`config.mk`:
```
export PLATFORM = sky130hd
export DESIGN_NAME = gtg_regs
export DESIGN_NICKNAME = d
export VERILOG_FILES = /design/src/design/gtg_pkg.sv /design/src/design/gtg_regs.sv
export SDC_FILE = /design/constraint.sdc
export NUM_CORES = 1
export LEC_CHECK = 0
export BUFFER_PORTS_ARGS = -buffer_cell sky130_fd_sc_hd__buf_4
export CORE_UTILIZATION = 35
export CTS_BUF_LIST = sky130_fd_sc_hd__clkbuf_4
export CTS_CLUSTER_SIZE = 14
export DETAILED_ROUTE_END_ITERATION = 8
export GPL_TIMING_DRIVEN = 0
export PLACE_DENSITY = 0.7
export SLEW_MARGIN = 10
export SYNTH_ARGS = -nofsm -noshare
export SYNTH_HDL_FRONTEND = slang
export SYNTH_SLANG_ARGS = --single-unit
```
`constraint.sdc`:
```
create_clock -name clk -period 2.8 [get_ports clk]
set_clock_uncertainty 0.15 [all_clocks]
set_input_delay 0.56 -clock clk [delete_from_list [all_inputs] [get_ports clk]]
set_output_delay 0.56 -clock clk [all_outputs]
set_load 0.05 [all_outputs]
```
`src/design/gtg_pkg.sv`:
```
// Shared types, constants and the arctangent table of the go-to-goal controller
package gtg_pkg;

	// Field widths
	localparam int POS_W   = 16;
	localparam int ANG_W   = 16;
	localparam int TOL_W   = 15;
	localparam int GAIN_W  = 8;
	localparam int SPD_W   = 15;
	localparam int TURN_W  = 16;

	// CORDIC and square root pipeline depth
	localparam int CORDIC_STAGES = 16;
	localparam int ATAN_ENTRIES  = 24;
	localparam int CORDIC_N = (CORDIC_STAGES < ATAN_ENTRIES) ? CORDIC_STAGES : ATAN_ENTRIES;
	localparam int SQRT_STEPS = 17;
	localparam int ITER_N = (CORDIC_N > SQRT_STEPS) ? CORDIC_N : SQRT_STEPS;

	// Internal widths
	localparam int DIFF_W  = POS_W + 1;
	localparam int SQR_W   = 2 * (DIFF_W - 1);
	localparam int SQ_W    = 2 * SQRT_STEPS;
	localparam int TOL2_W  = 2 * TOL_W;
	localparam int DIST_W  = SQRT_STEPS;
	localparam int CX_W    = 28;
	localparam int CZ_W    = 24;
	localparam int CX_PRE  = 8;
	localparam int ANG_FRAC = 20;
	localparam int BRG_SH  = ANG_FRAC - 13;
	localparam int BRG_W   = CZ_W - BRG_SH + 1;
	localparam int ERR_W   = 19;
	localparam int E_W     = 17;
	localparam int SPROD_W = DIST_W + GAIN_W;
	localparam int TPROD_W = E_W + GAIN_W + 1;

	localparam logic signed [CZ_W-1:0]  PI_Z       = 24'sd3294199;
	localparam logic signed [CZ_W-1:0]  Z_RND      = 24'sd64;
	localparam logic signed [ERR_W-1:0] PI_Q13     = 19'sd25736;
	localparam logic signed [ERR_W-1:0] NEG_PI_Q13 = -19'sd25736;
	localparam logic signed [ERR_W-1:0] TWO_PI_Q13 = 19'sd51472;
	localparam int SPD_RND  = 8;
	localparam int SPD_SH   = 4;
	localparam int TURN_RND = 32;
	localparam int TURN_SH  = 6;
	localparam int TURN_MAX = 32767;
	localparam int TURN_MIN = -32768;

	// Configuration port
	localparam int REG_IDX_W = 3;
	localparam int APB_AW    = REG_IDX_W + 2;
	localparam int APB_DW    = 32;
	localparam logic [REG_IDX_W-1:0] REG_GOAL_X      = 3'd0;
	localparam logic [REG_IDX_W-1:0] REG_GOAL_Y      = 3'd1;
	localparam logic [REG_IDX_W-1:0] REG_ARRIVE_TOL  = 3'd2;
	localparam logic [REG_IDX_W-1:0] REG_DIST_GAIN   = 3'd3;
	localparam logic [REG_IDX_W-1:0] REG_HEAD_GAIN   = 3'd4;
	localparam logic [REG_IDX_W-1:0] REG_SPEED_LIMIT = 3'd5;

	localparam logic [TOL_W-1:0]  TOL_RESET   = 15'd205;
	localparam logic [GAIN_W-1:0] GAIN_RESET  = 8'd80;
	localparam logic [SPD_W-1:0]  LIMIT_RESET = 15'd10240;

	typedef struct packed {
		logic signed [POS_W-1:0] goal_x;
		logic signed [POS_W-1:0] goal_y;
		logic [TOL_W-1:0]        arrive_tolerance;
		logic [GAIN_W-1:0]       distance_gain;
		logic [GAIN_W-1:0]       heading_gain;
		logic [SPD_W-1:0]        speed_limit;
	} cfg_t;

	// One item in flight through the root and CORDIC stages
	typedef struct packed {
		logic [SQ_W-1:0]         rem;
		logic [SQ_W-1:0]         root;
		logic signed [CX_W-1:0]  x;
		logic signed [CX_W-1:0]  y;
		logic signed [CZ_W-1:0]  z;
		logic signed [ANG_W-1:0] head;
		logic                    arrived;
	} lane_t;

	// atan(2^-i) in units of 2^-20 rad
	function automatic logic signed [CZ_W-1:0] atan_entry(input int i);
		logic signed [CZ_W-1:0] r;
		case (i)
			0:  r = 24'sd823550;
			1:  r = 24'sd486170;
			2:  r = 24'sd256879;
			3:  r = 24'sd130396;
			4:  r = 24'sd65451;
			5:  r = 24'sd32757;
			6:  r = 24'sd16383;
			7:  r = 24'sd8192;
			8:  r = 24'sd4096;
			9:  r = 24'sd2048;
			10: r = 24'sd1024;
			11: r = 24'sd512;
			12: r = 24'sd256;
			13: r = 24'sd128;
			14: r = 24'sd64;
			15: r = 24'sd32;
			16: r = 24'sd16;
			17: r = 24'sd8;
			18: r = 24'sd4;
			19: r = 24'sd2;
			20: r = 24'sd1;
			default: r = 24'sd0;
		endcase
		return r;
	endfunction

endpackage

```
`src/design/gtg_regs.sv`:
```
// APB configuration registers of the go-to-goal controller
module gtg_regs (
	input  logic                         clk,
	input  logic                         arst_n,
	input  logic                         psel,
	input  logic                         penable,
	input  logic                         pwrite,
	input  logic [gtg_pkg::APB_AW-1:0]   paddr,
	input  logic [gtg_pkg::APB_DW-1:0]   pwdata,
	output logic [gtg_pkg::APB_DW-1:0]   prdata,
	output logic                         pready,
	output gtg_pkg::cfg_t                cfg
);
	localparam int IW = gtg_pkg::REG_IDX_W;

	gtg_pkg::cfg_t         cfg_q;
	logic [IW-1:0]         idx;
	logic                  wr_en;

	assign idx    = paddr[IW+1:2];
	assign wr_en  = psel && penable && pwrite;
	assign pready = 1'b1;
	assign cfg    = cfg_q;

	always_ff @(posedge clk or negedge arst_n) begin
		if (!arst_n) begin
			cfg_q.goal_x           <= '0;
			cfg_q.goal_y           <= '0;
			cfg_q.arrive_tolerance <= gtg_pkg::TOL_RESET;
			cfg_q.distance_gain    <= gtg_pkg::GAIN_RESET;
			cfg_q.heading_gain     <= gtg_pkg::GAIN_RESET;
			cfg_q.speed_limit      <= gtg_pkg::LIMIT_RESET;
		end else if (wr_en) begin
			case (idx)
				gtg_pkg::REG_GOAL_X:      cfg_q.goal_x <= pwdata[gtg_pkg::POS_W-1:0];
				gtg_pkg::REG_GOAL_Y:      cfg_q.goal_y <= pwdata[gtg_pkg::POS_W-1:0];
				gtg_pkg::REG_ARRIVE_TOL:  cfg_q.arrive_tolerance <= pwdata[gtg_pkg::TOL_W-1:0];
				gtg_pkg::REG_DIST_GAIN:   cfg_q.distance_gain <= pwdata[gtg_pkg::GAIN_W-1:0];
				gtg_pkg::REG_HEAD_GAIN:   cfg_q.heading_gain <= pwdata[gtg_pkg::GAIN_W-1:0];
				gtg_pkg::REG_SPEED_LIMIT: cfg_q.speed_limit <= pwdata[gtg_pkg::SPD_W-1:0];
				default: ;
			endcase
		end
	end

	always_comb begin
		prdata = '0;
		case (idx)
			gtg_pkg::REG_GOAL_X:      prdata[gtg_pkg::POS_W-1:0]  = cfg_q.goal_x;
			gtg_pkg::REG_GOAL_Y:      prdata[gtg_pkg::POS_W-1:0]  = cfg_q.goal_y;
			gtg_pkg::REG_ARRIVE_TOL:  prdata[gtg_pkg::TOL_W-1:0]  = cfg_q.arrive_tolerance;
			gtg_pkg::REG_DIST_GAIN:   prdata[gtg_pkg::GAIN_W-1:0] = cfg_q.distance_gain;
			gtg_pkg::REG_HEAD_GAIN:   prdata[gtg_pkg::GAIN_W-1:0] = cfg_q.heading_gain;
			gtg_pkg::REG_SPEED_LIMIT: prdata[gtg_pkg::SPD_W-1:0]  = cfg_q.speed_limit;
			default:                  prdata = '0;
		endcase
	end

endmodule

```
==> run_results.csv <==
group,metric,value,unit
logic_synthesis,yosys.area.top_type,"dfrtp_1",
cts,cts-resized-gates,0,
logic_synthesis,seq_area_frac_synth,51.2,%
critical_path,end_kind,"output pin",
critical_path,critical_path_required,2.09,ns
finish,fill_cells,988,
sta,slew_viol_final,0,
logic_synthesis,async_flop_share,100,%
worst_hold_path,min_path_type,"in -> async",
die,die_height,107,um
die,die_area,11400,sq um
cts,cts_setup_buffers,0,
drt,wl_per_cell,18.1,um
finish,largest_reg_flops,78,
grt,grt_pass1_vias,2801,
grt,grt_use_met3,4.74,%
die,dieWidth,107,um
sta,tns,0,ns
drt,vias,2742,
critical_path,crit_arrival,1.90,ns
cts,clock_latency,0.42,ns
status,outcome,"finished clean",
die,rows,37,
power_and_ir_drop,ir_drop,0.375,mV
cts,cts.clk_slew.worst_paths,0.12,ns
sta,post-route-period-util,93.3,%
finish,diodes,0,
grt,grt_pass1_wl,15.9,mm
logic_synthesis,mappedNetlistArea,3840,sq um
finish,drive_gt1_share,54.3,%
logic_synthesis,synth_edf_count,0,
drt,vias_per_cell,4.87,
sta,setup_viol,0,
grt,grt_use_met2,31.3,%
logic_synthesis,ys.warnings.count,0,
critical_path,start_kind,"primary input",
sta,rsz0062_at_grt,"no",
grt,grt_max_degree,79,
sta,hold_viol_final,0,
logic_synthesis,synth_area_leaders,"dfrtp_1, mux2_2, mux2_1, dfstp_2, mux2i_1",
logic_synthesis,synth_cell_types,31,
finish,instances_no_fill,563,
drt,drtPass1Iterations,4,
finish,area_growth,31.5,%
sta,slew_headroom,32.8,%
finish,final_nets,464,
grt,busiest_layer,"met2",
critical_path,setup.worst_path.class,"in -> out",
power_and_ir_drop,power_density,786,nW/um^2
logic_synthesis,synthesis.instances,280,
drt,wirelength,10.2,mm
cts,hold_buffers,0,
cts,cts.sinks,78,
placement,hpwlAfterDp,7.19,mm
cts,clock-root-buffer,"clkbuf_4",
die,start_util,36.7,%
flow_run,maxCapViolations,0,
sta,period_minus_slack,2.61,ns
cts,clock_path_buffers,2,
drt,drtIter0Drc,94,
die,coreArea,10500,sq um
critical_path,cp_max_fo,10,
cts,cts-htree-levels,3,
grt,gr-total-overflow,0,
logic_synthesis,synth_seq_cells,78,
sta,fmax,383,MHz
cts,cts_made_buffers,9,
grt,grt_use_met1,24.0,%
placement,placedCellCount,547,
logic_synthesis,synth_ff_type,"dfrtp_1",
power_and_ir_drop,leakagePower,2.51,nW
placement,io_buffers,116,
grt,grt_use_total,18.8,%
logic_synthesis,synth_top_area_share,43.6,%
sta,worst_pin_slew,1.01,ns
grt,grt_antenna_before_repair,0,
drt,ant_nets,0,
placement,finalWeightedCongestion,0.708,
drt,drc,0,
cts,cts_tree,"yes",
logic_synthesis,avgSynthCellArea,13.7,sq um
die,boundaryPins,153,
==> routing by layer <==
metal  wire, um  share of wire, %
met5          0                 0
met4         78              0.77
met3        604               5.9
met2       5040                50
met1       4450                44
==> worst max-delay path, stage by stage <==
cell,delay (ns)
buf_4,0.13
nand2b_2,0.20
clkbuf_1,0.55
o221ai_1,0.22
buf_4,0.24
==> layout by cell type, fill, tap and decap left out, types with 2 or more instances in the layout <==
cell        netlist  final
a211o_1           3      3
a21oi_1           3      3
a22oi_1           3      3
buf_2             5      5
buf_4            19    135
buf_6             5      5
clkbuf_1          3      3
clkbuf_4          0     10
clkinv_2          0      3
clkinvlp_4        0      2
conb_1            2     17
dfrtp_1          67     67
dfstp_2          11     11
inv_1             2      2
mux2_1           30     30
mux2_2           51     51
mux2i_1          24     24
nand2_1           8      8
nand2b_1          8      8
nor2_1            2      2
nor2_4            4      4
nor2_8            2      2
o21a_1            2      2
o21ai_1           0      6
o221ai_1          9      9
o22a_1            3      3
==> worst paths after layout <==
check	slack [ns]	start	end	depth (start not counted)
max	0.19	paddr[4]	prdata[8]	5
min	0.12	arst_n	cfg[26]	1
max reg2reg	1.83	cfg[52]	cfg[52]	1
min reg2reg	0.38	cfg[42]	cfg[42]	1
max in group asynchronous	1.70	arst_n	cfg[4]	1
min in group clk	0.22	pwdata[8]	cfg[70]	2
==> report_power, final <==
group          internal, W  total [W]  leakage (nW)  switching [W]
combinational     0.000581    0.00183          1.48        0.00125
sequential         0.00137    0.00155         0.971       0.000181
clock             0.000189   0.000587        0.0621       0.000398
==> kinds of logic (layout without fill, tap and decap cells) <==
| logic type | count (synthesis) | after routing | synth area share [%] |
|---|---|---|---|
| compound gates | 30 | 30 | 5.73 |
| other cells | 2 | 17 | 0.196 |
| buf+inv | 35 | 167 | 6.42 |
| flops | 78 | 78 | 51.2 |
| simple gates | 30 | 30 | 6.48 |
| mux | 105 | 105 | 30.0 |
==> per-stage QoR <==
step	setup slack, ns	hold slack [ns]	util, %	cell area [sq um]	power [W]
floorplan	0.0765	0.114	-	3900	0.00283
global placement	0.108	0.343	47.2	4940	0.00339
detailed placement	0.162	0.355	47.2	4940	0.00342
CTS	0.144	0.157	48.3	5050	0.00401
global route	0.0296	0.179	48.3	5050	0.00415
finish	0.187	0.122	48.3	5050	0.00397
==> final cells by class <==
type | instances | area [sq um] | share of cell area, %
Buffer | 33 | 239 | 4.73
Clock buffer | 10 | 75.1 | 1.49
Clock inverter | 6 | 38.8 | 0.768
Inverter | 2 | 7.51 | 0.149
Multi-Input combinational cell | 182 | 1690 | 33.4
Sequential cell | 78 | 1970 | 38.9
Tap cell | 136 | 170 | 3.37
Timing Repair Buffer | 116 | 871 | 17.2
==> cells in the mapped netlist, types with 4 or more instances <==
library cell   n
nor2_4         4
buf_4         19
o21ai_0        6
mux2_1        30
o221ai_1       9
buf_2          5
mux2_2        51
dfstp_2       11
nand2b_1       8
nand2_1        8
dfrtp_1       67
buf_6          5
mux2i_1       24
Note: power is estimated with default switching activity, not from simulation.
