## config.mk

```make
export PLATFORM = sky130hd
export DESIGN_NAME = gtg_front_flat
export DESIGN_NICKNAME = d
export VERILOG_FILES = /design/src/design/gtg_pkg.sv /design/src/design/gtg_if.sv /design/src/design/gtg_front.sv /design/src/flat_wrapper.sv
export SDC_FILE = /design/constraint.sdc
export NUM_CORES = 2
export LEC_CHECK = 0
export ABC_AREA = 1
export BUFFER_PORTS_ARGS = -buffer_cell sky130_fd_sc_hd__buf_4
export CELL_PAD_IN_SITES_DETAIL_PLACEMENT = 1
export CELL_PAD_IN_SITES_GLOBAL_PLACEMENT = 1
export CORE_MARGIN = 2
export CORE_UTILIZATION = 44
export DETAILED_ROUTE_END_ITERATION = 12
export PLACE_DENSITY = 0.79
export RECOVER_POWER = 100
export SLEW_MARGIN = 20
export SYNTH_ARGS = -nofsm -noshare
export SYNTH_HDL_FRONTEND = slang
export SYNTH_SLANG_ARGS = --single-unit
```

## constraint.sdc

```tcl
create_clock -name clk -period 5.7 [get_ports clk]
set_input_delay 1.14 -clock clk [delete_from_list [all_inputs] [get_ports clk]]
set_output_delay 1.14 -clock clk [all_outputs]
set_load 0.05 [all_outputs]
```

## src/design/gtg_pkg.sv

```systemverilog
// Shared types, constants and the arctangent table of the go-to-goal controller
package gtg_pkg;

	// Field widths
	localparam int POS_W   = 16;
	localparam int ANG_W   = 16;
	localparam int TOL_W   = 15;
	localparam int GAIN_W  = 8;
	localparam int SPD_W   = 15;
	localparam int TURN_W  = 16;

	// CORDIC and square root pipeline depth
	localparam int CORDIC_STAGES = 16;
	localparam int ATAN_ENTRIES  = 24;
	localparam int CORDIC_N = (CORDIC_STAGES < ATAN_ENTRIES) ? CORDIC_STAGES : ATAN_ENTRIES;
	localparam int SQRT_STEPS = 17;
	localparam int ITER_N = (CORDIC_N > SQRT_STEPS) ? CORDIC_N : SQRT_STEPS;

	// Internal widths
	localparam int DIFF_W  = POS_W + 1;
	localparam int SQR_W   = 2 * (DIFF_W - 1);
	localparam int SQ_W    = 2 * SQRT_STEPS;
	localparam int TOL2_W  = 2 * TOL_W;
	localparam int DIST_W  = SQRT_STEPS;
	localparam int CX_W    = 28;
	localparam int CZ_W    = 24;
	localparam int CX_PRE  = 8;
	localparam int ANG_FRAC = 20;
	localparam int BRG_SH  = ANG_FRAC - 13;
	localparam int BRG_W   = CZ_W - BRG_SH + 1;
	localparam int ERR_W   = 19;
	localparam int E_W     = 17;
	localparam int SPROD_W = DIST_W + GAIN_W;
	localparam int TPROD_W = E_W + GAIN_W + 1;

	localparam logic signed [CZ_W-1:0]  PI_Z       = 24'sd3294199;
	localparam logic signed [CZ_W-1:0]  Z_RND      = 24'sd64;
	localparam logic signed [ERR_W-1:0] PI_Q13     = 19'sd25736;
	localparam logic signed [ERR_W-1:0] NEG_PI_Q13 = -19'sd25736;
	localparam logic signed [ERR_W-1:0] TWO_PI_Q13 = 19'sd51472;
	localparam int SPD_RND  = 8;
	localparam int SPD_SH   = 4;
	localparam int TURN_RND = 32;
	localparam int TURN_SH  = 6;
	localparam int TURN_MAX = 32767;
	localparam int TURN_MIN = -32768;

	// Configuration port
	localparam int REG_IDX_W = 3;
	localparam int APB_AW    = REG_IDX_W + 2;
	localparam int APB_DW    = 32;
	localparam logic [REG_IDX_W-1:0] REG_GOAL_X      = 3'd0;
	localparam logic [REG_IDX_W-1:0] REG_GOAL_Y      = 3'd1;
	localparam logic [REG_IDX_W-1:0] REG_ARRIVE_TOL  = 3'd2;
	localparam logic [REG_IDX_W-1:0] REG_DIST_GAIN   = 3'd3;
	localparam logic [REG_IDX_W-1:0] REG_HEAD_GAIN   = 3'd4;
	localparam logic [REG_IDX_W-1:0] REG_SPEED_LIMIT = 3'd5;

	localparam logic [TOL_W-1:0]  TOL_RESET   = 15'd205;
	localparam logic [GAIN_W-1:0] GAIN_RESET  = 8'd80;
	localparam logic [SPD_W-1:0]  LIMIT_RESET = 15'd10240;

	typedef struct packed {
		logic signed [POS_W-1:0] goal_x;
		logic signed [POS_W-1:0] goal_y;
		logic [TOL_W-1:0]        arrive_tolerance;
		logic [GAIN_W-1:0]       distance_gain;
		logic [GAIN_W-1:0]       heading_gain;
		logic [SPD_W-1:0]        speed_limit;
	} cfg_t;

	// One item in flight through the root and CORDIC stages
	typedef struct packed {
		logic [SQ_W-1:0]         rem;
		logic [SQ_W-1:0]         root;
		logic signed [CX_W-1:0]  x;
		logic signed [CX_W-1:0]  y;
		logic signed [CZ_W-1:0]  z;
		logic signed [ANG_W-1:0] head;
		logic                    arrived;
	} lane_t;

	// atan(2^-i) in units of 2^-20 rad
	function automatic logic signed [CZ_W-1:0] atan_entry(input int i);
		logic signed [CZ_W-1:0] r;
		case (i)
			0:  r = 24'sd823550;
			1:  r = 24'sd486170;
			2:  r = 24'sd256879;
			3:  r = 24'sd130396;
			4:  r = 24'sd65451;
			5:  r = 24'sd32757;
			6:  r = 24'sd16383;
			7:  r = 24'sd8192;
			8:  r = 24'sd4096;
			9:  r = 24'sd2048;
			10: r = 24'sd1024;
			11: r = 24'sd512;
			12: r = 24'sd256;
			13: r = 24'sd128;
			14: r = 24'sd64;
			15: r = 24'sd32;
			16: r = 24'sd16;
			17: r = 24'sd8;
			18: r = 24'sd4;
			19: r = 24'sd2;
			20: r = 24'sd1;
			default: r = 24'sd0;
		endcase
		return r;
	endfunction

endpackage

```

## src/design/gtg_if.sv

```systemverilog
// Pose and command channel interfaces of the go-to-goal controller
interface gtg_pose_if;
	logic                             valid;
	logic                             ready;
	logic signed [gtg_pkg::POS_W-1:0] pose_x;
	logic signed [gtg_pkg::POS_W-1:0] pose_y;
	logic signed [gtg_pkg::ANG_W-1:0] pose_heading;

	modport source (output valid, pose_x, pose_y, pose_heading, input ready);
	modport sink (input valid, pose_x, pose_y, pose_heading, output ready);
endinterface


```

## src/design/gtg_front.sv

```systemverilog
// Front stages: goal offset, squares, arrival test and CORDIC pre-rotation
module gtg_front (
	input  logic           clk,
	input  logic           arst_n,
	input  gtg_pkg::cfg_t  cfg,
	gtg_pose_if.sink       pose,
	output logic           out_valid,
	input  logic           out_ready,
	output gtg_pkg::lane_t out_lane
);
	localparam int POS_W  = gtg_pkg::POS_W;
	localparam int ANG_W  = gtg_pkg::ANG_W;
	localparam int DIFF_W = gtg_pkg::DIFF_W;
	localparam int SQR_W  = gtg_pkg::SQR_W;
	localparam int SQ_W   = gtg_pkg::SQ_W;
	localparam int TOL2_W = gtg_pkg::TOL2_W;
	localparam int CX_W   = gtg_pkg::CX_W;
	localparam int CZ_W   = gtg_pkg::CZ_W;
	localparam int CX_PRE = gtg_pkg::CX_PRE;
	localparam int EXT_W  = CX_W - DIFF_W - CX_PRE;

	logic vld_s1, vld_s2, vld_s3;
	logic rdy_s1, rdy_s2, rdy_s3;

	logic signed [DIFF_W-1:0] dx_s1, dy_s1;
	logic signed [ANG_W-1:0]  head_s1, head_s2;
	logic [SQR_W-1:0]         dx2_s2, dy2_s2;
	logic [TOL2_W-1:0]        tol2_s2;
	logic signed [CX_W-1:0]   x_s2, y_s2;
	logic signed [CZ_W-1:0]   z_s2;
	gtg_pkg::lane_t           lane_s3;

	logic signed [DIFF_W-1:0]   dx_c, dy_c;
	logic signed [2*DIFF_W-1:0] dxx_c, dyy_c;
	logic signed [CX_W-1:0]     x0_c, y0_c, xi_c, yi_c;
	logic signed [CZ_W-1:0]     zi_c;
	logic [SQ_W-1:0]            sq_c;

	// Bubbles close up: a stage takes new data when empty or when it moves on
	assign rdy_s3     = !vld_s3 || out_ready;
	assign rdy_s2     = !vld_s2 || rdy_s3;
	assign rdy_s1     = !vld_s1 || rdy_s2;
	assign pose.ready = rdy_s1;
	assign out_valid  = vld_s3;
	assign out_lane   = lane_s3;

	assign dx_c = {cfg.goal_x[POS_W-1], cfg.goal_x} - {pose.pose_x[POS_W-1], pose.pose_x};
	assign dy_c = {cfg.goal_y[POS_W-1], cfg.goal_y} - {pose.pose_y[POS_W-1], pose.pose_y};

	assign dxx_c = dx_s1 * dx_s1;
	assign dyy_c = dy_s1 * dy_s1;

	// Fold the left half-plane onto the right by a rotation of pi
	always_comb begin
		x0_c = {{EXT_W{dx_s1[DIFF_W-1]}}, dx_s1, {CX_PRE{1'b0}}};
		y0_c = {{EXT_W{dy_s1[DIFF_W-1]}}, dy_s1, {CX_PRE{1'b0}}};
		if (dx_s1[DIFF_W-1]) begin
			xi_c = -x0_c;
			yi_c = -y0_c;
			zi_c = dy_s1[DIFF_W-1] ? -gtg_pkg::PI_Z : gtg_pkg::PI_Z;
		end else begin
			xi_c = x0_c;
			yi_c = y0_c;
			zi_c = '0;
		end
	end

	assign sq_c = SQ_W'(dx2_s2) + SQ_W'(dy2_s2);

	always_ff @(posedge clk or negedge arst_n) begin
		if (!arst_n) begin
			vld_s1 <= 1'b0;
			vld_s2 <= 1'b0;
			vld_s3 <= 1'b0;
		end else begin
			if (rdy_s1) begin
				vld_s1 <= pose.valid;
			end
			if (rdy_s2) begin
				vld_s2 <= vld_s1;
			end
			if (rdy_s3) begin
				vld_s3 <= vld_s2;
			end
		end
	end

	always_ff @(posedge clk) begin
		if (rdy_s1 && pose.valid) begin
			dx_s1   <= dx_c;
			dy_s1   <= dy_c;
			head_s1 <= pose.pose_heading;
		end
		if (rdy_s2 && vld_s1) begin
			dx2_s2  <= dxx_c[SQR_W-1:0];
			dy2_s2  <= dyy_c[SQR_W-1:0];
			tol2_s2 <= cfg.arrive_tolerance * cfg.arrive_tolerance;
			x_s2    <= xi_c;
			y_s2    <= yi_c;
			z_s2    <= zi_c;
			head_s2 <= head_s1;
		end
		if (rdy_s3 && vld_s2) begin
			lane_s3.rem     <= sq_c;
			lane_s3.root    <= '0;
			lane_s3.x       <= x_s2;
			lane_s3.y       <= y_s2;
			lane_s3.z       <= z_s2;
			lane_s3.head    <= head_s2;
			lane_s3.arrived <= sq_c <= SQ_W'(tol2_s2);
		end
	end

endmodule

```

## src/flat_wrapper.sv

```systemverilog
// flat-port wrapper written by rule: the top's interface ports become plain ports
module gtg_front_flat 
  (clk, arst_n, cfg, out_valid, out_ready, out_lane, pose_valid, pose_pose_x, pose_pose_y, pose_pose_heading, pose_ready);
  gtg_pose_if pose_i ();
  input  logic clk;
  input  logic arst_n;
  input  gtg_pkg::cfg_t cfg;
  output logic out_valid;
  input  logic out_ready;
  output gtg_pkg::lane_t out_lane;
  input wire logic [$bits(pose_i.valid)-1:0] pose_valid;
  input wire logic [$bits(pose_i.pose_x)-1:0] pose_pose_x;
  input wire logic [$bits(pose_i.pose_y)-1:0] pose_pose_y;
  input wire logic [$bits(pose_i.pose_heading)-1:0] pose_pose_heading;
  output wire logic [$bits(pose_i.ready)-1:0] pose_ready;
  assign pose_i.valid = pose_valid;
  assign pose_i.pose_x = pose_pose_x;
  assign pose_i.pose_y = pose_pose_y;
  assign pose_i.pose_heading = pose_pose_heading;
  assign pose_ready = pose_i.ready;
  gtg_front u_core (.clk(clk), .arst_n(arst_n), .cfg(cfg), .pose(pose_i), .out_valid(out_valid), .out_ready(out_ready), .out_lane(out_lane));
endmodule
```

==> run_results.csv <==
group,metric,value,unit
synthesis,ys_seq_area_share,21.98,%
clocking,numCtsBuffers,34,
timing,relSlewSlack,45.08,%
synthesis,ys_top_cells_by_area,"fa_1 (33%), edfxtp_1 (22%), inv_1 (11%)",
setup_path,rr_startpoint,"u_core.dx_s1[16]",
place,dpl.hpwl,94690,um
timing,rsz0062_at_grt,"yes",
grt,grt_pass1_wl,192700,um
synthesis,yosysTopAreaCell,"fa_1",
setup_path,path_delay_family,"adder cells",
setup_path,required,6.03,ns
setup_path,startpoint_type,"flip-flop",
layout,antenna_cells,0,
drt,wire_per_inst,24.22,um
drt,route.final.wire_length,150000,um
setup_path,r2r_slack,-0.55,ns
timing,post-route-period-util,109.6,%
setup_path,arrival,6.58,ns
layout,fillers,10040,
min_path,hp-class,"primary input to async pin",
grt,grt.overflow.total,0,
drt,drc,0,
drt,routed_via_density,5.440,
synthesis,synthArstFlopShare,1.020,%
setup_path,cp_common_cell,"fa_1",
floorplanning,die_h,305.9,um
layout,drive_above_1_share,26.33,%
synthesis,yosys_warnings,0,
setup_path,cp_slowest_cell,"fa_1",
place,port_buffers,214,
timing,hold_violations,0,
status,run_status,"finished with violations",
setup_path,crit_chain,"buf_6 > buf_6 > inv_2 > buf_12 > nor2_1 > fa_1 > xnor2_1 > xor2_1 > fa_1 > inv_1 > fa_1 > fa_1 > fa_1 > ha_4 > a21oi_2 > o21ai_0 > a21oi_2 > o21ai_2 > nor2_4 > inv_1 > nand2_1 > nand2_4",
layout,area_growth,26.09,%
floorplanning,core,90150,um2
grt,antenna_found_initial,2,
clocking,clkSinkCount,294,
timing,slew_violations,0,
grt,grt_max_degree,94,
drt,drt_iter0_markers,2315,
timing,fin_ws,-0.5497,ns
grt,grt_pass1_vias,36240,
synthesis,ys_ff_latch,294,
floorplanning,fp.dieW,305.9,um
floorplanning,num_io_pins,297,
status,violations,"negative setup slack",
synthesis,synth_cell_types,64,
floorplanning,dieArea,93550,um2
layout,final_cell_mix,"inv_1 (1110), buf_4 (633), nand2_1 (629)",
setup_path,crit_fanout,11,
synthesis,synth_edf_count,291,
drt,num_vias,33700,
floorplanning,start_util,44.47,%
setup_path,cp_slowest_stage_delay,0.64,ns
timing,period_minus_slack,6.250,ns
grt,track_usage,26.07,%
timing,tns,-7.991,ns
layout,layout_commonest_cell,"inv_1",
flow_run,max-cap-violations,0,
layout,fin_cells,6194,
floorplanning,rows,110,
synthesis,post_synth_instance_area,40090,um2
drt,ant_nets,0,
timing,fmax,0.1600,GHz
setup_path,cp-end-kind,"flip-flop",
synthesis,synth-main-ff-cell,"edfxtp_1",
place,gp_congestion,0.9026,
drt,dr.pass1.iters,5,
setup_path,critPathBufInv,6,
layout,nets,6134,
clocking,cts_tree,"yes",
clocking,cts-root-buf,"clkbuf_16",
clocking,clk_latency,0.58,ns
timing,setup_violations,44,
timing,clock_skew,0.02376,ns
place,dp_cells,6015,
synthesis,syn_inst,4314,
setup_path,timing.rr.end,"u_core.dx2_s2[31]",
clocking,clk_pin_slew_worst_paths,0.08,ns
clocking,cts_hold_buf,0,
timing,tightest_slew,0.8238,ns
clocking,clock_path_buffers,3,
setup_path,path_class,"flip-flop to flip-flop",
clocking,h-tree-depth,2,
synthesis,avgSynthCellArea,9.294,um2
setup_path,ff2ff_path_depth,22,
synthesis,synth_top_area_share,32.75,%
sequential cells by signal (all words and copies together) (netlist names):
name              count
u_core.dy2_s2        30
u_core.x_s2          20
u_core.head_s2       16
u_core.vld_s1         1
u_core.tol2_s2       29
u_core.y_s2          20
u_core.out_lane      93
u_core.out_valid      1
u_core.z_s2           3
u_core.dx_s1         17
u_core.vld_s2         1
u_core.head_s1       16
u_core.dy_s1         17
u_core.dx2_s2        30
final cells by class:
class                           instances  area, um2  share of cell area, %
Clock buffer                           39      869.6                  1.720
Clock inverter                         21      245.2                 0.4851
Inverter                             1223       4626                  9.150
Multi-Input combinational cell       2685      28110                  55.61
Sequential cell                       294       8813                  17.43
Tap cell                             1176       1471                  2.911
Timing Repair Buffer                  756       6414                  12.69
how the worst max path moves through the flow:
stage	from	end	slack [ns]	depth (start not counted)
after floorplan	cfg[42]	u_core.tol2_s2[23]	-0.22	21
after global placement	cfg[42]	u_core.tol2_s2[28]	-0.51	22
after detailed placement	cfg[41]	u_core.tol2_s2[26]	-0.66	22
after CTS	u_core.dx_s1[16]	u_core.dx2_s2[31]	-0.21	24
after global routing	u_core.dx_s1[16]	u_core.dx2_s2[31]	-0.73	22
final	u_core.dx_s1[16]	u_core.dx2_s2[31]	-0.55	22
worst register-to-register path: stages, from the launching register on:
cell,delay [ns]
edfxtp_1,0.35
buf_6,0.18
buf_6,0.20
inv_2,0.09
buf_12,0.16
nor2_1,0.27
fa_1,0.48
xnor2_1,0.19
xor2_1,0.49
fa_1,0.65
inv_1,0.13
fa_1,0.44
fa_1,0.42
fa_1,0.58
ha_4,0.24
a21oi_2,0.21
o21ai_0,0.17
a21oi_2,0.21
o21ai_2,0.10
nor2_4,0.18
inv_1,0.07
nand2_1,0.11
nand2_4,0.08
cell usage after synthesis (3+ instances only):
library cell,instances
a211oi_1,3
a21boi_2,5
a21o_1,21
a21oi_1,166
a21oi_2,6
a31o_2,3
a31oi_1,9
buf_1,19
buf_2,7
buf_4,75
buf_6,3
clkbuf_1,61
dfrtp_1,3
edfxtp_1,291
fa_1,656
ha_1,354
inv_1,1217
inv_2,3
nand2_1,739
nand2_2,5
nand3_1,72
nand3b_1,3
nand4_1,20
nor2_1,176
nor2_2,4
nor3_1,20
nor3_2,6
nor4_1,6
o211ai_1,4
o21a_1,4
o21ai_0,78
o21ai_1,19
o21ai_2,12
o21bai_1,10
o31ai_1,3
or2_2,6
xnor2_1,58
xor2_1,133
routing by layer:
layer,global-route usage (%),up-vias,routed length [um]
li1,-,14150,-
met1,31.36,17040,53570
met2,48.63,1799,76770
met3,2.945,708,9866
met4,8.019,0,9798
met5,0,-,0
stage by stage:
step	instance area, um2	hold slack (ns)	util [%]	worst slack, ns
after floorplan	40710	0.4003	-	-0.2198
after global placement	46150	0.4006	51.19	-0.5089
after detailed placement	46150	0.4057	51.19	-0.6629
after CTS	48170	0.3213	53.43	-0.2124
after global routing	50550	0.3803	56.08	-0.7339
final	50550	0.3791	56.08	-0.5497
cell families (layout without fill, tap and decap cells):
group / after synthesis / in the layout / share of synthesized area, %
AO/OA/AOI/OAI: 359 / 359 / 5.315
AND/OR/NAND/NOR: 1070 / 1070 / 10.91
multiplexers: 1 / 1 / 0.02808
adder cells (fa/ha/maj): 1010 / 1010 / 43.80
buffers and inverters: 1388 / 2039 / 13.78
other: 1 / 54 / 0.009353
flip-flops: 294 / 294 / 21.98
XOR/XNOR: 191 / 191 / 4.172
what timing repair did:
action | 4_1_cts | 5_1_grt
gates cloned | 0 | 5
pin swaps | 105 | 211
gates resized for setup | 172 | 435
setup endpoints to repair | 30 | 51
buffers inserted | 36 | 80
endpoints found under the hold margin | 0 | 0
Power is left out: the tool's default activity adds up to more than one toggle a clock period on the data nets, which glitch-free logic cannot reach.
