### src/design/gtg_pkg.sv
// Shared types, constants and the arctangent table of the go-to-goal controller
package gtg_pkg;

	// Field widths
	localparam int POS_W   = 16;
	localparam int ANG_W   = 16;
	localparam int TOL_W   = 15;
	localparam int GAIN_W  = 8;
	localparam int SPD_W   = 15;
	localparam int TURN_W  = 16;

	// CORDIC and square root pipeline depth
	localparam int CORDIC_STAGES = 16;
	localparam int ATAN_ENTRIES  = 24;
	localparam int CORDIC_N = (CORDIC_STAGES < ATAN_ENTRIES) ? CORDIC_STAGES : ATAN_ENTRIES;
	localparam int SQRT_STEPS = 17;
	localparam int ITER_N = (CORDIC_N > SQRT_STEPS) ? CORDIC_N : SQRT_STEPS;

	// Internal widths
	localparam int DIFF_W  = POS_W + 1;
	localparam int SQR_W   = 2 * (DIFF_W - 1);
	localparam int SQ_W    = 2 * SQRT_STEPS;
	localparam int TOL2_W  = 2 * TOL_W;
	localparam int DIST_W  = SQRT_STEPS;
	localparam int CX_W    = 28;
	localparam int CZ_W    = 24;
	localparam int CX_PRE  = 8;
	localparam int ANG_FRAC = 20;
	localparam int BRG_SH  = ANG_FRAC - 13;
	localparam int BRG_W   = CZ_W - BRG_SH + 1;
	localparam int ERR_W   = 19;
	localparam int E_W     = 17;
	localparam int SPROD_W = DIST_W + GAIN_W;
	localparam int TPROD_W = E_W + GAIN_W + 1;

	localparam logic signed [CZ_W-1:0]  PI_Z       = 24'sd3294199;
	localparam logic signed [CZ_W-1:0]  Z_RND      = 24'sd64;
	localparam logic signed [ERR_W-1:0] PI_Q13     = 19'sd25736;
	localparam logic signed [ERR_W-1:0] NEG_PI_Q13 = -19'sd25736;
	localparam logic signed [ERR_W-1:0] TWO_PI_Q13 = 19'sd51472;
	localparam int SPD_RND  = 8;
	localparam int SPD_SH   = 4;
	localparam int TURN_RND = 32;
	localparam int TURN_SH  = 6;
	localparam int TURN_MAX = 32767;
	localparam int TURN_MIN = -32768;

	// Configuration port
	localparam int REG_IDX_W = 3;
	localparam int APB_AW    = REG_IDX_W + 2;
	localparam int APB_DW    = 32;
	localparam logic [REG_IDX_W-1:0] REG_GOAL_X      = 3'd0;
	localparam logic [REG_IDX_W-1:0] REG_GOAL_Y      = 3'd1;
	localparam logic [REG_IDX_W-1:0] REG_ARRIVE_TOL  = 3'd2;
	localparam logic [REG_IDX_W-1:0] REG_DIST_GAIN   = 3'd3;
	localparam logic [REG_IDX_W-1:0] REG_HEAD_GAIN   = 3'd4;
	localparam logic [REG_IDX_W-1:0] REG_SPEED_LIMIT = 3'd5;

	localparam logic [TOL_W-1:0]  TOL_RESET   = 15'd205;
	localparam logic [GAIN_W-1:0] GAIN_RESET  = 8'd80;
	localparam logic [SPD_W-1:0]  LIMIT_RESET = 15'd10240;

	typedef struct packed {
		logic signed [POS_W-1:0] goal_x;
		logic signed [POS_W-1:0] goal_y;
		logic [TOL_W-1:0]        arrive_tolerance;
		logic [GAIN_W-1:0]       distance_gain;
		logic [GAIN_W-1:0]       heading_gain;
		logic [SPD_W-1:0]        speed_limit;
	} cfg_t;

	// One item in flight through the root and CORDIC stages
	typedef struct packed {
		logic [SQ_W-1:0]         rem;
		logic [SQ_W-1:0]         root;
		logic signed [CX_W-1:0]  x;
		logic signed [CX_W-1:0]  y;
		logic signed [CZ_W-1:0]  z;
		logic signed [ANG_W-1:0] head;
		logic                    arrived;
	} lane_t;

	// atan(2^-i) in units of 2^-20 rad
	function automatic logic signed [CZ_W-1:0] atan_entry(input int i);
		logic signed [CZ_W-1:0] r;
		case (i)
			0:  r = 24'sd823550;
			1:  r = 24'sd486170;
			2:  r = 24'sd256879;
			3:  r = 24'sd130396;
			4:  r = 24'sd65451;
			5:  r = 24'sd32757;
			6:  r = 24'sd16383;
			7:  r = 24'sd8192;
			8:  r = 24'sd4096;
			9:  r = 24'sd2048;
			10: r = 24'sd1024;
			11: r = 24'sd512;
			12: r = 24'sd256;
			13: r = 24'sd128;
			14: r = 24'sd64;
			15: r = 24'sd32;
			16: r = 24'sd16;
			17: r = 24'sd8;
			18: r = 24'sd4;
			19: r = 24'sd2;
			20: r = 24'sd1;
			default: r = 24'sd0;
		endcase
		return r;
	endfunction

endpackage

### src/design/gtg_if.sv


interface gtg_cmd_if;
	logic                              valid;
	logic                              ready;
	logic [gtg_pkg::SPD_W-1:0]         forward_speed;
	logic signed [gtg_pkg::TURN_W-1:0] turn_rate;
	logic                              arrived;

	modport source (output valid, forward_speed, turn_rate, arrived, input ready);
	modport sink (input valid, forward_speed, turn_rate, arrived, output ready);
endinterface

### src/design/gtg_back.sv
// Back stages: bearing rounding, heading error wrap, gains, limits, output register
module gtg_back (
	input  logic           clk,
	input  logic           arst_n,
	input  gtg_pkg::cfg_t  cfg,
	input  logic           in_valid,
	output logic           in_ready,
	input  gtg_pkg::lane_t in_lane,
	gtg_cmd_if.source      cmd
);
	localparam int ANG_W   = gtg_pkg::ANG_W;
	localparam int CZ_W    = gtg_pkg::CZ_W;
	localparam int BRG_W   = gtg_pkg::BRG_W;
	localparam int ERR_W   = gtg_pkg::ERR_W;
	localparam int E_W     = gtg_pkg::E_W;
	localparam int DIST_W  = gtg_pkg::DIST_W;
	localparam int SPROD_W = gtg_pkg::SPROD_W;
	localparam int SRND_W  = SPROD_W + 1;
	localparam int SPD_W   = gtg_pkg::SPD_W;
	localparam int TPROD_W = gtg_pkg::TPROD_W;
	localparam int TS_W    = TPROD_W + 1;
	localparam int TURN_W  = gtg_pkg::TURN_W;
	localparam logic signed [TS_W-1:0] T_MAX = TS_W'(gtg_pkg::TURN_MAX);
	localparam logic signed [TS_W-1:0] T_MIN = TS_W'(gtg_pkg::TURN_MIN);

	logic vld_s1, vld_s2, vld_s3, vld_s4;
	logic rdy_s1, rdy_s2, rdy_s3, rdy_s4;

	logic signed [BRG_W-1:0]   brg_s1;
	logic signed [ANG_W-1:0]   head_s1;
	logic [SPROD_W-1:0]        sprod_s1;
	logic                      arr_s1;
	logic signed [E_W-1:0]     e_s2;
	logic [SPD_W-1:0]          spd_s2;
	logic                      arr_s2;
	logic signed [TPROD_W-1:0] tprod_s3;
	logic [SPD_W-1:0]          spd_s3;
	logic                      arr_s3;
	logic [SPD_W-1:0]          spd_s4;
	logic signed [TURN_W-1:0]  turn_s4;
	logic                      arr_s4;

	logic signed [CZ_W-1:0]    zr_c;
	logic signed [BRG_W-1:0]   brg_c;
	logic signed [ERR_W-1:0]   err_c, errw_c;
	logic [SRND_W-1:0]         srnd_c, sraw_c;
	logic [SPD_W-1:0]          spd_c;
	logic signed [TS_W-1:0]    tsum_c, tsh_c;
	logic signed [TURN_W-1:0]  turn_c;

	assign rdy_s4   = !vld_s4 || cmd.ready;
	assign rdy_s3   = !vld_s3 || rdy_s4;
	assign rdy_s2   = !vld_s2 || rdy_s3;
	assign rdy_s1   = !vld_s1 || rdy_s2;
	assign in_ready = rdy_s1;

	assign cmd.valid         = vld_s4;
	assign cmd.forward_speed = spd_s4;
	assign cmd.turn_rate     = turn_s4;
	assign cmd.arrived       = arr_s4;

	// Round the CORDIC angle down to Q3.13
	assign zr_c  = in_lane.z + gtg_pkg::Z_RND;
	assign brg_c = BRG_W'(zr_c >>> gtg_pkg::BRG_SH);

	// Wrap into minus pi to pi; one turn is always enough here
	always_comb begin
		err_c = ERR_W'(brg_s1) - ERR_W'(head_s1);
		if (err_c > gtg_pkg::PI_Q13) begin
			errw_c = err_c - gtg_pkg::TWO_PI_Q13;
		end else if (err_c < gtg_pkg::NEG_PI_Q13) begin
			errw_c = err_c + gtg_pkg::TWO_PI_Q13;
		end else begin
			errw_c = err_c;
		end
	end

	always_comb begin
		srnd_c = {1'b0, sprod_s1} + SRND_W'(gtg_pkg::SPD_RND);
		sraw_c = srnd_c >> gtg_pkg::SPD_SH;
		if (sraw_c > SRND_W'(cfg.speed_limit)) begin
			spd_c = cfg.speed_limit;
		end else begin
			spd_c = sraw_c[SPD_W-1:0];
		end
	end

	always_comb begin
		tsum_c = TS_W'(tprod_s3) + TS_W'(gtg_pkg::TURN_RND);
		tsh_c  = tsum_c >>> gtg_pkg::TURN_SH;
		if (tsh_c > T_MAX) begin
			turn_c = T_MAX[TURN_W-1:0];
		end else if (tsh_c < T_MIN) begin
			turn_c = T_MIN[TURN_W-1:0];
		end else begin
			turn_c = tsh_c[TURN_W-1:0];
		end
	end

	always_ff @(posedge clk or negedge arst_n) begin
		if (!arst_n) begin
			vld_s1 <= 1'b0;
			vld_s2 <= 1'b0;
			vld_s3 <= 1'b0;
			vld_s4 <= 1'b0;
		end else begin
			if (rdy_s1) begin
				vld_s1 <= in_valid;
			end
			if (rdy_s2) begin
				vld_s2 <= vld_s1;
			end
			if (rdy_s3) begin
				vld_s3 <= vld_s2;
			end
			if (rdy_s4) begin
				vld_s4 <= vld_s3;
			end
		end
	end

	always_ff @(posedge clk) begin
		if (rdy_s1 && in_valid) begin
			brg_s1   <= brg_c;
			head_s1  <= in_lane.head;
			sprod_s1 <= in_lane.root[DIST_W-1:0] * cfg.distance_gain;
			arr_s1   <= in_lane.arrived;
		end
		if (rdy_s2 && vld_s1) begin
			e_s2   <= E_W'(errw_c);
			spd_s2 <= spd_c;
			arr_s2 <= arr_s1;
		end
		if (rdy_s3 && vld_s2) begin
			tprod_s3 <= e_s2 * $signed({1'b0, cfg.heading_gain});
			spd_s3   <= spd_s2;
			arr_s3   <= arr_s2;
		end
		if (rdy_s4 && vld_s3) begin
			spd_s4  <= arr_s3 ? '0 : spd_s3;
			turn_s4 <= arr_s3 ? '0 : turn_c;
			arr_s4  <= arr_s3;
		end
	end

	a_arrived_quiet: assert property (@(posedge clk) disable iff (!arst_n)
		(vld_s4 && arr_s4) |-> (spd_s4 == '0 && turn_s4 == '0))
		else $error("arrival result carries non-zero motion");

	a_error_wrapped: assert property (@(posedge clk) disable iff (!arst_n)
		vld_s2 |-> (ERR_W'(e_s2) <= gtg_pkg::PI_Q13 && ERR_W'(e_s2) >= gtg_pkg::NEG_PI_Q13))
		else $error("heading error left outside minus pi to pi");

	a_block_only_full: assert property (@(posedge clk) disable iff (!arst_n)
		!in_ready |-> (vld_s1 && vld_s2 && vld_s3 && vld_s4 && !cmd.ready))
		else $error("back stages refuse data with a free slot");

endmodule

### src/flat_wrapper.sv
// flat-port wrapper written by rule: the top's interface ports become plain ports
module gtg_back_flat 
  (clk, arst_n, cfg, in_valid, in_ready, in_lane, cmd_valid, cmd_forward_speed, cmd_turn_rate, cmd_arrived, cmd_ready);
  gtg_cmd_if cmd_i ();
  input  logic clk;
  input  logic arst_n;
  input  gtg_pkg::cfg_t cfg;
  input  logic in_valid;
  output logic in_ready;
  input  gtg_pkg::lane_t in_lane;
  output wire logic [$bits(cmd_i.valid)-1:0] cmd_valid;
  output wire logic [$bits(cmd_i.forward_speed)-1:0] cmd_forward_speed;
  output wire logic [$bits(cmd_i.turn_rate)-1:0] cmd_turn_rate;
  output wire logic [$bits(cmd_i.arrived)-1:0] cmd_arrived;
  input wire logic [$bits(cmd_i.ready)-1:0] cmd_ready;
  assign cmd_valid = cmd_i.valid;
  assign cmd_forward_speed = cmd_i.forward_speed;
  assign cmd_turn_rate = cmd_i.turn_rate;
  assign cmd_arrived = cmd_i.arrived;
  assign cmd_i.ready = cmd_ready;
  gtg_back u_core (.clk(clk), .arst_n(arst_n), .cfg(cfg), .in_valid(in_valid), .in_ready(in_ready), .in_lane(in_lane), .cmd(cmd_i));
endmodule
### config.mk
export PLATFORM = sky130hd
export DESIGN_NAME = gtg_back_flat
export DESIGN_NICKNAME = d
export VERILOG_FILES = /design/src/design/gtg_pkg.sv /design/src/design/gtg_if.sv /design/src/design/gtg_back.sv /design/src/flat_wrapper.sv
export SDC_FILE = /design/constraint.sdc
export NUM_CORES = 1
export LEC_CHECK = 0
export ABC_AREA = 1
export BUFFER_PORTS_ARGS = -buffer_cell sky130_fd_sc_hd__clkbuf_2
export CAP_MARGIN = 20
export CORE_MARGIN = 5
export CORE_UTILIZATION = 50
export DETAILED_ROUTE_END_ITERATION = 8
export PLACE_DENSITY = 0.84
export SETUP_SLACK_MARGIN = 0.2
export SLEW_MARGIN = 20
export SYNTH_ARGS = -nofsm -noshare
export SYNTH_HDL_FRONTEND = slang
export SYNTH_SLANG_ARGS = --single-unit
### constraint.sdc
create_clock -name clk -period 9.9 [get_ports clk]
set_input_delay 0 -clock clk [delete_from_list [all_inputs] [get_ports clk]]
set_output_delay 0 -clock clk [all_outputs]
set_load 0.02 [all_outputs]
==> impl_metrics.xml, run 1 <==
<?xml version="1.0" encoding="UTF-8"?>
<metrics>
  <group name="yosys">
    <metric name="synth_flop_cell" unit="">edfxtp_1</metric>
    <metric name="synth.net_count" unit="">2869</metric>
    <metric name="synth_top_area_frac" unit="">0.2576</metric>
    <metric name="netlist_top_cells_area" unit="">edfxtp_1 (26%), fa_1 (22%), inv_1 (13%)</metric>
    <metric name="ys.warnings.count" unit="">0</metric>
    <metric name="synth_edf_count" unit="">158</metric>
    <metric name="yosys_register_bits" unit="">162</metric>
    <metric name="synth.distinct_cells" unit="">46</metric>
    <metric name="synth_top_cell_by_area" unit="">edfxtp_1</metric>
    <metric name="postSynth.asyncResetShare" unit="">0.02469</metric>
    <metric name="synthAdderAreaFrac" unit="">0.3039</metric>
    <metric name="postSynthCellCount" unit="">2294</metric>
    <metric name="post_synth_and_or_nand_nor_area_fraction" unit="">0.1933</metric>
    <metric name="synth_xor_area_frac" unit="">0.04986</metric>
    <metric name="muxShareOfSynthArea" unit="">0</metric>
    <metric name="syn_avg_cell_area" unit="um^2">8.029</metric>
    <metric name="largest_family_of_logic_cells_by_synthesized_area" unit="">adder cells</metric>
    <metric name="seq_area_frac_synth" unit="">0.2630</metric>
    <metric name="synth.cell_area" unit="um^2">18420</metric>
    <metric name="compound_cell_area_share_of_the_yosys_netlist" unit="">0.04667</metric>
  </group>
  <group name="cts">
    <metric name="cts-root-buf" unit="">clkbuf_16</metric>
    <metric name="cts_made_buffers" unit="">17</metric>
    <metric name="cts_max_path_buffers" unit="">2</metric>
    <metric name="worst_skew_pair.late_latency" unit="ps">450</metric>
    <metric name="clk_pin_slew_worst_paths" unit="ps">70</metric>
    <metric name="tritoncts" unit="">built</metric>
    <metric name="cts_setup_buffers" unit="">0</metric>
    <metric name="cts_num_sinks" unit="">162</metric>
    <metric name="htree_num_levels" unit="">4</metric>
  </group>
  <group name="worst_setup_path">
    <metric name="required" unit="ps">10100</metric>
    <metric name="timing.setup.critical_path_class" unit="">flop to flop</metric>
    <metric name="worst-path-max-fanout" unit="">8</metric>
    <metric name="worst_setup_sp_type" unit="">flop</metric>
    <metric name="worstSetupEndpointType" unit="">flop</metric>
    <metric name="worstReg2RegEnd" unit="">u_core.tprod_s3[22]</metric>
    <metric name="reg2reg_depth" unit="">17</metric>
    <metric name="arrival" unit="ps">5120</metric>
    <metric name="rr_startpoint" unit="">u_core.e_s2[6]</metric>
    <metric name="reg2reg_setup_slack" unit="ps">4980</metric>
  </group>
  <group name="floorplan">
    <metric name="die_area" unit="um^2">40770</metric>
    <metric name="start_util" unit="">0.5043</metric>
    <metric name="chipHeight" unit="um">201.9</metric>
    <metric name="io-pin-count" unit="">281</metric>
    <metric name="die_w" unit="um">201.9</metric>
    <metric name="num_rows" unit="">70</metric>
    <metric name="std_cell_core_area" unit="um^2">36520</metric>
  </group>
  <group name="min_path">
    <metric name="worst_hold_path.num_cells" unit="">4</metric>
    <metric name="worstHoldEndpoint" unit="">u_core.brg_s1[15]</metric>
    <metric name="min_from" unit="">in_lane[38]</metric>
    <metric name="timing.hold.worst.class" unit="">input port to flop</metric>
  </group>
  <group name="final_layout">
    <metric name="layout_cell_share_with_drive_strength_beyond_1" unit="">0.08573</metric>
    <metric name="stdcell_area" unit="um^2">20580</metric>
    <metric name="layout.cells.most_common_list" unit="">inv_1 (618), nand2_1 (562), fa_1 (199), edfxtp_1 (158), ha_1 (129)</metric>
    <metric name="layout_commonest_cell" unit="">inv_1</metric>
    <metric name="fin_nets" unit="">3000</metric>
    <metric name="multi_input_comb_area" unit="um^2">10950</metric>
    <metric name="ff_latch_area" unit="um^2">4845</metric>
    <metric name="post-route-util" unit="">0.5634</metric>
    <metric name="post_layout_nonfiller_instances" unit="">2906</metric>
    <metric name="synthToLayoutAreaGrowth" unit="%">11.73</metric>
    <metric name="layout.filler_cells" unit="">3108</metric>
    <metric name="diodes" unit="">0</metric>
  </group>
  <group name="timing">
    <metric name="slew_headroom" unit="">0.3352</metric>
    <metric name="min_period_over_period" unit="">0.4965</metric>
    <metric name="max_slew.worst_pin.slew" unit="ps">994.3</metric>
    <metric name="clock_skew" unit="ps">7.983</metric>
    <metric name="finalSetupTns" unit="ps">0</metric>
    <metric name="final_max_slew_viol_count" unit="">0</metric>
    <metric name="setup_repair_after_global_routing_missed_its_margin" unit="">no</metric>
    <metric name="setup_slack" unit="ps">4984</metric>
    <metric name="finalHoldViolCount" unit="">0</metric>
    <metric name="timing.final.crit_period" unit="ps">4916</metric>
    <metric name="final-setup-viol-count" unit="">0</metric>
    <metric name="maximum_frequency_from_static_timing_analysis" unit="MHz">203.4</metric>
  </group>
  <group name="route">
    <metric name="detail_route.wl_per_cell" unit="um">13.45</metric>
    <metric name="detailedRoute.firstIterationViolations" unit="">1049</metric>
    <metric name="vias" unit="">14550</metric>
    <metric name="drtPass1Iterations" unit="">6</metric>
    <metric name="detail-route-antenna-nets" unit="">0</metric>
    <metric name="detail_route.wirelength" unit="mm">39.09</metric>
    <metric name="detail_route.drc_violations" unit="">0</metric>
    <metric name="post_detailed_route_via_to_cell_ratio" unit="">5.007</metric>
  </group>
  <group name="power">
    <metric name="leakage_power_total" unit="uW">0.01149</metric>
    <metric name="ir_worst_vdd" unit="mV">0.3561</metric>
    <metric name="power.density" unit="nW/um^2">369.5</metric>
  </group>
  <group name="placed_design">
    <metric name="dpl-instance-area" unit="um^2">19350</metric>
    <metric name="gp_congestion" unit="">0.9176</metric>
    <metric name="post-dp-hpwl" unit="mm">30.75</metric>
    <metric name="pre_cts_ws" unit="ps">5044</metric>
    <metric name="numPortBuffers" unit="">120</metric>
    <metric name="numPlacedInstances" unit="">2813</metric>
  </group>
  <group name="global_route">
    <metric name="grt_start_max_net_pins" unit="">57</metric>
    <metric name="grt_util_all_layers" unit="">0.1983</metric>
    <metric name="grt_antenna_before_repair" unit="">0</metric>
    <metric name="globalRoute.totalOverflow" unit="">0</metric>
    <metric name="first_global_vias" unit="">15340</metric>
    <metric name="wire_length_of_the_first_global_routing_pass" unit="mm">68.57</metric>
  </group>
  <group name="run_status">
    <metric name="outcome" unit="">finished clean</metric>
  </group>
  <group name="job">
    <metric name="timing.max_cap.violations" unit="">0</metric>
  </group>
</metrics>
[cells by family after synthesis]
group | Yosys count
AO/OA/AOI/OAI | 154
XOR/XNOR | 104
adder cells (fa/ha/maj) | 328
buffers and inverters | 696
flip-flops | 162
AND/OR/NAND/NOR | 850
[synth_stat cells (all sizes together), types with 4 or more instances]
master	count
clkbuf	65
fa	199
nand3	85
a21o	5
a21oi	77
nor4	4
nand4	28
o21bai	6
nor2	121
xor2	76
o21ai	50
nor3	21
dfrtp	4
ha	129
a31oi	4
buf	9
nand2	584
o21a	4
inv	622
xnor2	28
edfxtp	158
[routing by layer]
layer / routed length, um / up-vias / global-route usage
met5: 0 / - / 0
met4: 929 / 0 / 0.06567
met3: 2076 / 92 / 0.03032
met2: 19790 / 487 / 0.3566
met1: 16290 / 6857 / 0.2444
li1: - / 7115 / -
[sequential cells by signal, indices dropped and copies added, names as in the netlist, 16 cells and up]
name,cells
u_core.brg_s1,17
u_core.cmd.turn_rate,16
u_core.e_s2,17
u_core.head_s1,16
u_core.sprod_s1,22
u_core.tprod_s3,21
[metrics by stage]
stage,hold slack (ps),total power [uW]
after floorplan,-295.6,5737
after global placement,-193.1,6661
after detailed placement,-183.9,6874
after CTS,47.43,7620
after global routing,112.9,8527
final,58.41,7605
[worst max path at each step]
| stage | slack (ps) | cells past startpoint | start | end |
|---|---|---|---|---|
| 2_1_floorplan | 5370 | 18 | u_core.e_s2[5] | u_core.tprod_s3[22] |
| 3_3_place_gp | 5100 | 17 | u_core.e_s2[5] | u_core.tprod_s3[22] |
| 3_5_place_dp | 5040 | 17 | u_core.e_s2[6] | u_core.tprod_s3[22] |
| 4_1_cts | 5020 | 17 | u_core.e_s2[6] | u_core.tprod_s3[22] |
| 5_1_grt | 4740 | 17 | u_core.e_s2[6] | u_core.tprod_s3[22] |
| 6_report | 4980 | 17 | u_core.e_s2[6] | u_core.tprod_s3[22] |
[final cells by class]
class	count	share of cell area
Multi-Input combinational cell	1436	0.5319
Sequential cell	162	0.2354
Inverter	622	0.1135
Timing Repair Buffer	186	0.06068
Tap cell	468	0.02846
Clock buffer	17	0.02067
Clock inverter	15	0.009363
[where the power goes]
| group | switching, uW | total [uW] | internal, uW |
|---|---|---|---|
| combinational | 3360 | 5520 | 2160 |
| sequential | 137 | 1390 | 1260 |
| clock | 306 | 689 | 383 |
[worst max-delay path: stages, from the launching register on]
cell and delay [ps]:
edfxtp_1 530, nand2_1 120, inv_1 60, fa_1 560
fa_1 450, fa_1 550, inv_1 60, fa_1 570
inv_1 50, ha_1 370, a21oi_1 170, o21ai_0 130
o21bai_1 200, a21oi_1 270, nor3_1 100, o21ai_0 210
nand2_1 90, xor2_1 150
[repair_timing]
item	CTS	global route
hold buffers	61	0
endpoints found under the setup margin	0	0
resized for setup	0	0
endpoints found under the hold margin	56	0
No activity file was read; power rests on OpenSTA's default activity.
==> run 2: changes to the inputs <==
clock period = 4.8 ns   (was 9.9 ns; I/O delays follow)
==> run 2 against run 1 <==
- critical path depth unchanged
- sequential cell count unchanged
- clock-buffer cell count rose by 1
- sequential share of layout area shrank 0.75 points
- global-route usage is 0.27 points higher
- non-clock buffer count grew 54
- design area is 3.3% higher
- via count rose by 2.8%
- setup slack worse by 4800 ps
- cell count up 1.9%
- largest cell class unchanged
==> impl_metrics.xml, run 2 (synthesis gave the netlist of run 1 again) <==
<?xml version="1.0" encoding="UTF-8"?>
<metrics>
  <group name="run_status">
    <metric name="outcome" unit="">finished clean</metric>
  </group>
  <group name="cts">
    <metric name="cts-root-buf" unit="">clkbuf_16</metric>
    <metric name="tritoncts" unit="">built</metric>
    <metric name="cts_max_path_buffers" unit="">2</metric>
    <metric name="cts_made_buffers" unit="">17</metric>
    <metric name="htree_num_levels" unit="">4</metric>
    <metric name="worst_skew_pair.late_latency" unit="ps">450</metric>
    <metric name="cts_num_sinks" unit="">162</metric>
    <metric name="clk_pin_slew_worst_paths" unit="ps">70</metric>
  </group>
  <group name="floorplan">
    <metric name="start_util" unit="">0.5043</metric>
    <metric name="die_w" unit="um">201.9</metric>
    <metric name="num_rows" unit="">70</metric>
    <metric name="std_cell_core_area" unit="um^2">36520</metric>
    <metric name="chipHeight" unit="um">201.9</metric>
    <metric name="io-pin-count" unit="">281</metric>
    <metric name="die_area" unit="um^2">40770</metric>
  </group>
  <group name="timing">
    <metric name="final.hold.worst_slack" unit="ps">21.00</metric>
    <metric name="finalSetupTns" unit="ps">0</metric>
    <metric name="maximum_frequency_from_static_timing_analysis" unit="MHz">216.1</metric>
    <metric name="min_period_over_period" unit="">0.9642</metric>
    <metric name="setup_repair_after_global_routing_missed_its_margin" unit="">yes</metric>
    <metric name="final_max_slew_viol_count" unit="">0</metric>
    <metric name="final-setup-viol-count" unit="">0</metric>
    <metric name="finalHoldViolCount" unit="">0</metric>
    <metric name="max_slew.worst_pin.slew" unit="ps">739.3</metric>
    <metric name="clock_skew" unit="ps">14.84</metric>
    <metric name="slew_headroom" unit="">0.5072</metric>
    <metric name="timing.final.crit_period" unit="ps">4628</metric>
    <metric name="setup_slack" unit="ps">172.1</metric>
  </group>
  <group name="worst_setup_path">
    <metric name="worst_setup_sp_type" unit="">flop</metric>
    <metric name="worstSetupEndpointType" unit="">flop</metric>
    <metric name="timing.critical_path.mode_cell" unit="">fa_1</metric>
    <metric name="required" unit="ps">5000</metric>
    <metric name="timing.critical_path.buf_inv" unit="">3</metric>
    <metric name="timing.setup.critical_path_class" unit="">flop to flop</metric>
    <metric name="crit_path_cell_trace" unit="">nand2_1, inv_1, fa_1, fa_1, fa_1, inv_1, fa_1, inv_1, ha_4, a21oi_2, o21ai_2, o21bai_4, a21oi_2, nor3_2, o21ai_1, nand2_1, xor2_1</metric>
    <metric name="kind_of_cell_adding_the_most_delay_to_the_critical_path" unit="">adder cells</metric>
    <metric name="worst-path-max-fanout" unit="">7</metric>
    <metric name="cp_slowest_stage_delay" unit="ps">570</metric>
    <metric name="arrival" unit="ps">4830</metric>
    <metric name="timing.critical_path.slowest_stage_cell" unit="">fa_1</metric>
  </group>
  <group name="final_layout">
    <metric name="layout.cells.most_common_list" unit="">inv_1 (609), nand2_1 (554), fa_1 (197), edfxtp_1 (158), clkbuf_2 (120)</metric>
    <metric name="layout_commonest_cell" unit="">inv_1</metric>
    <metric name="top_regs" unit="">u_core.sprod_s1: 22 flops, u_core.tprod_s3: 21 flops</metric>
    <metric name="registers.top_by_ff_count" unit="">u_core.sprod_s1</metric>
    <metric name="synthToLayoutAreaGrowth" unit="%">15.43</metric>
    <metric name="layout_cell_share_with_drive_strength_beyond_1" unit="">0.1280</metric>
    <metric name="post-route-util" unit="">0.5821</metric>
    <metric name="fin_nets" unit="">3054</metric>
    <metric name="largest_register_ff_count" unit="">22</metric>
  </group>
  <group name="route">
    <metric name="detail_route.drc_violations" unit="">0</metric>
    <metric name="route.top_layer_used" unit="">met4</metric>
    <metric name="vias" unit="">14960</metric>
    <metric name="detail-route-antenna-nets" unit="">0</metric>
    <metric name="post_detailed_route_via_to_cell_ratio" unit="">5.051</metric>
    <metric name="detailedRoute.firstIterationViolations" unit="">977</metric>
    <metric name="detail_route.wl_per_cell" unit="um">14.08</metric>
    <metric name="drtPass1Iterations" unit="">5</metric>
    <metric name="detailroute.wirelength.met3" unit="mm">2.609</metric>
    <metric name="drt-met1-wl" unit="mm">16.74</metric>
    <metric name="total_met2_wirelength_after_detailed_routing" unit="mm">20.92</metric>
    <metric name="detail_route.wirelength" unit="mm">41.72</metric>
  </group>
  <group name="global_route">
    <metric name="grt_util_all_layers" unit="">0.2010</metric>
    <metric name="grt_start_max_net_pins" unit="">57</metric>
    <metric name="wire_length_of_the_first_global_routing_pass" unit="mm">69.28</metric>
    <metric name="grt_antenna_before_repair" unit="">2</metric>
    <metric name="globalRoute.totalOverflow" unit="">0</metric>
    <metric name="first_global_vias" unit="">15460</metric>
  </group>
  <group name="placed_design">
    <metric name="post-dp-hpwl" unit="mm">30.98</metric>
    <metric name="pre_cts_ws" unit="ps">28.76</metric>
    <metric name="numPortBuffers" unit="">120</metric>
    <metric name="gp_congestion" unit="">0.9495</metric>
  </group>
  <group name="min_path">
    <metric name="timing.hold.worst.class" unit="">input port to flop</metric>
  </group>
  <group name="job">
    <metric name="timing.max_cap.violations" unit="">0</metric>
  </group>
</metrics>
-- run 2: area by class of cell --
| type | count | area (um^2) |
|---|---|---|
| Antenna cell | 2 | 5.005 |
| Clock buffer | 18 | 439.2 |
| Clock inverter | 14 | 146.4 |
| Fill cell | 2985 | 15260 |
| Inverter | 622 | 2335 |
| Multi-Input combinational cell | 1436 | 11240 |
| Sequential cell | 162 | 4845 |
| Tap cell | 468 | 585.6 |
| Timing Repair Buffer | 240 | 1667 |
-- run 2: per-stage QoR --
step | std cells | cell area (um^2)
floorplan | 2294 | 18420
global placement | 2827 | 19450
detailed placement | 2827 | 19450
CTS | 2929 | 20740
global route | 2962 | 21260
finish | 2962 | 21260
-- run 2: tightest hold or removal path, delay by kind of cell --
family                 cells  cell delay [ps]
buffers and inverters      2              170
AND/OR/NAND/NOR            2              190
-- run 2: worst paths after layout --
kind / from / slack [ps] / depth (start not counted) / end
max: u_core.e_s2[8] / 170 / 17 / u_core.tprod_s3[22]
min: in_lane[32] / 20 / 4 / u_core.brg_s1[8]
max reg2reg: u_core.e_s2[8] / 170 / 17 / u_core.tprod_s3[22]
min reg2reg: u_core.spd_s2[10] / 420 / 0 / u_core.spd_s3[10]
max in group asynchronous: arst_n / 4150 / 3 / u_core.vld_s1
min in group asynchronous: arst_n / 470 / 3 / u_core.cmd.valid
-- run 2: timing repair --
item | in CTS | in global routing
endpoints found under the setup margin | 9 | 13
hold buffers | 60 | 0
setup buffers | 10 | 31
hold endpoints to repair | 56 | 0
pin swaps | 1 | 45
resized for setup | 5 | 72
-- run 2: per-layer routing --
layer  GRT usage  vias to the layer above
met5           0                        -
met4     0.06982                        0
met3     0.03337                      140
met2      0.3604                      544
met1      0.2455                     7044
li1            -                     7232
Power of run 2 is not shown: default switching activity piles up to over one toggle a cycle in this logic, so the estimate is an artifact.
